File: config.mk
export PLATFORM = sky130hd
export DESIGN_NAME = tees_ram
export DESIGN_NICKNAME = d
export VERILOG_FILES = /design/src/design/tees_ram.sv
export SDC_FILE = /design/constraint.sdc
export NUM_CORES = 2
export LEC_CHECK = 0
export ABC_AREA = 1
export BUFFER_PORTS_ARGS = -buffer_cell sky130_fd_sc_hd__buf_2
export CAP_MARGIN = 20
export CORE_MARGIN = 2
export CORE_UTILIZATION = 39
export CTS_CLUSTER_DIAMETER = 120
export DETAILED_ROUTE_END_ITERATION = 8
export HOLD_SLACK_MARGIN = 0.06
export PLACE_DENSITY_LB_ADDON = 0.15
export SYNTH_ARGS = -nofsm -noshare
export SYNTH_HDL_FRONTEND = slang
export SYNTH_SLANG_ARGS = --single-unit
File: constraint.sdc
create_clock -name i_clk -period 9.84 [get_ports i_clk]
set_input_delay 1.476 -clock i_clk [delete_from_list [all_inputs] [get_ports i_clk]]
set_output_delay 1.476 -clock i_clk [all_outputs]
set_load 0.05 [all_outputs]
File: src/design/tees_ram.sv
// ----------------------------------------------------------------------------
// tees_ram
// Generic single write, single read RAM with registered read data.
// ----------------------------------------------------------------------------
module tees_ram #(
    parameter int WIDTH = 32,
    parameter int DEPTH = 64
) (
    input  logic                     i_clk,
    input  logic                     i_we,
    input  logic [$clog2(DEPTH)-1:0] i_waddr,
    input  logic [WIDTH-1:0]         i_wdata,
    input  logic [$clog2(DEPTH)-1:0] i_raddr,
    output logic [WIDTH-1:0]         o_rdata
);

    logic [WIDTH-1:0] r_mem [DEPTH];
    logic [WIDTH-1:0] r_rdata;

    // write port and registered read port
    always_ff @(posedge i_clk) begin
        if (i_we) begin
            r_mem[i_waddr] <= i_wdata;
        end
        r_rdata <= r_mem[i_raddr];
    end

    assign o_rdata = r_rdata;

endmodule

==> flow_summary.yaml <==
setup_path:
  slowest_delay_ps: 750
  cp_num_buf_inv: 4
  cp-end-kind: "flip-flop"
  arrival_ps: 5330
  cp_slowest_cell: "buf_4"
  cp_top_family: "buffers and inverters"
  timing.rr.start: "r_mem[58][3]$_DFFE_PP_"
  path_cells: "buf_8 -> inv_16 -> buf_4 -> buf_4 -> nand2_1 -> nand3_1 -> nand3_1 -> nand3_1 -> nand3_1 -> nand2_1 -> nand2_1 -> nand2_1"
  crit_fanout: 164
  timing.critical_path.from: "i_raddr[0]"
  cp.required_ps: 10640
  worstSetupStartpointType: "input port"
  crit_type: "in -> reg"
power_and_ir_drop:
  ir_drop_v: 0.0001716
  leakage_nw: 32.41
  powerDensity_mw_per_mm2: 205.1
  power.total_mw: 19.12
floorplanning:
  io_pins: 78
  core.rowCount: 169
  start_util: 0.3913
  dieArea_sq_mm: 0.2158
  die_h_um: 464.6
  core_sq_mm: 0.2115
  die_w_um: 464.6
timing:
  finalClockSkew_ps: 43.95
  drv_slew: 0
  max-slew-margin-rel: 0.2427
  worst_slew_pin_slew_ps: 1136
  layout_setup_ws_ps: 5312
  setup_viol: 0
  finalWorstPathRequiredPeriod_ps: 4528
  fin_crit_sh: 0.4602
  max_freq_ghz: 0.2208
  tns_ps: 0
  rsz0062_at_grt: "false"
  hold_viol: 0
logic_synthesis:
  yosys_warnings: 0
  synth_flop_cell: "edfxtp_1"
  yosysMostFrequentCell: "nand2_1"
  synth_top_area_share: 0.7433
  async_flop_share: 0
  syn-num-nets: 6815
  synth_commonest_cells: "nand2_1 (2248), edfxtp_1 (2048), nand3_1 (1907), buf_2 (282), clkbuf_1 (77)"
  synth_edf_count: 2048
  syn_inst: 6769
  syn-cell-area_sq_mm: 0.08274
  ys_ff_latch: 2080
  synth_largest_area_cell: "edfxtp_1"
  syn_area_per_cell_sq_um: 12.22
  ys_types: 16
  synthTopCellsByArea: "edfxtp_1 (74%), nand3_1 (12%), nand2_1 (10%), buf_2 (1.7%), dfxtp_1 (0.77%)"
  yosysSeqAreaShare: 0.7510
placed_design:
  dp_slack_ps: 4337
  gp_congestion: 0.7993
  placed_cells: 9369
  hpwl_um: 130300
  io_buffers: 77
global_routing:
  antenna_found_initial: 21
  gr-total-overflow: 0
  grt_max_degree: 192
  track_usage: 0.2372
  grt_pass1_wl_um: 371500
  grt_pass1_vias: 50030
routing:
  finalWirelength_um: 261400
  via_per_inst: 5.476
  dr.pass1.iters: 5
  drtIter0Drc: 6154
  wire_per_inst_um: 26.74
  antenna_left: 0
  vias: 53540
  route.detailed.drc: 0
outcome:
  status: "complete, no violations"
clock_tree:
  worstSkewPairLatency_ps: 860
  clk_pin_slew_ps: 60
  cts_buffer_depth: 3
  cts_num_sinks: 2080
  postCtsSetupRepairBufs: 0
  cts_made_buffers: 215
  cts_resized: 0
  cts_hold_buf: 0
  htree_levels: 4
  cts_root_buf: "clkbuf_16"
  cts_tree: "done"
layout:
  multi_input_area_sq_mm: 0.01877
  layout.cells.non_filler: 9777
  n_fill_cell: 19430
  nNetsFinal: 6811
  drive_above_1_share: 0.08539
  seqCellArea_sq_mm: 0.06214
  synthToLayoutAreaGrowth_pct: 12.64
min_path:
  hp-start: "r_mem[8][8]$_DFFE_PP_"
  min_path_type: "reg -> reg"
job:
  drv_cap: 0
-- registers in the layout, indices dropped and copies added (netlist names) --
signal and cells:
o_rdata 32, r_mem 2048
-- layout make-up --
class                   instances  area share
clock inverters               111     0.01132
repair buffers                228     0.01854
flip-flops and latches       2080      0.6668
diodes                         11   0.0002954
multi-input cells            4228      0.2014
inverters                      12   0.0008861
clock buffers                 286     0.06291
well taps                    2821     0.03787
-- where the power goes --
group          internal [mW]  switching (mW)  total (mW)
sequential              9.81          0.0494        9.86
combinational          0.256           0.951        1.21
clock                   4.60            3.45        8.05
-- stage by stage --
stage | area, sq um | utilization | hold WS (ps)
global route | 93180 | 0.4407 | 890.3
global placement | 86230 | 0.4078 | 786.8
detailed placement | 86250 | 0.4079 | 794.5
finish | 93190 | 0.4407 | 815.9
CTS | 93170 | 0.4406 | 818.1
floorplan | 82740 | - | 721.4
-- logic make-up after synthesis --
logic type,share of synthesized area
buffers and inverters,0.02779
flip-flops,0.7510
AND/OR/NAND/NOR,0.2212
-- final timing paths --
kind | slack (ps) | depth (start not counted) | end
max | 5310 | 12 | o_rdata[8]$_DFF_P_
min | 820 | 8 | o_rdata[8]$_DFF_P_
max reg2reg | 7960 | 8 | o_rdata[3]$_DFF_P_
min reg2reg | 820 | 8 | o_rdata[8]$_DFF_P_
-- cells in the final DEF (no fill, tap or decap), types with 34 or more instances in the layout --
cell type / synthesis / routed
edfxtp_1: 2048 / 2048
clkinv_2: 0 / 34
nand3_1: 1907 / 1907
buf_4: 45 / 138
clkbuf_1: 77 / 55
clkbuf_16: 0 / 220
clkinv_1: 0 / 46
nor2_4: 0 / 56
buf_2: 282 / 72
nand2_1: 2248 / 2248
-- routing by layer --
layer  up-vias  track usage  share of wire  routed length (um)
met2      1967       0.3716           0.47              121800
met4         2      0.06292          0.023                6003
met5         -            0       0.000057                  15
li1      24160            -              -                   -
met3       352      0.03310          0.066               17270
met1     27060       0.3465           0.45              116300
-- tightest hold or removal path, stage by stage (launching register included) --
cell and delay (ps):
edfxtp_1 320, nand2_1 50, nand3_1 60, nand3_1 70, nand2_1 60, nand2_1 50
nand3_1 60, nand3_1 60, nand2_1 60
Note: power is estimated with default switching activity, not from simulation.
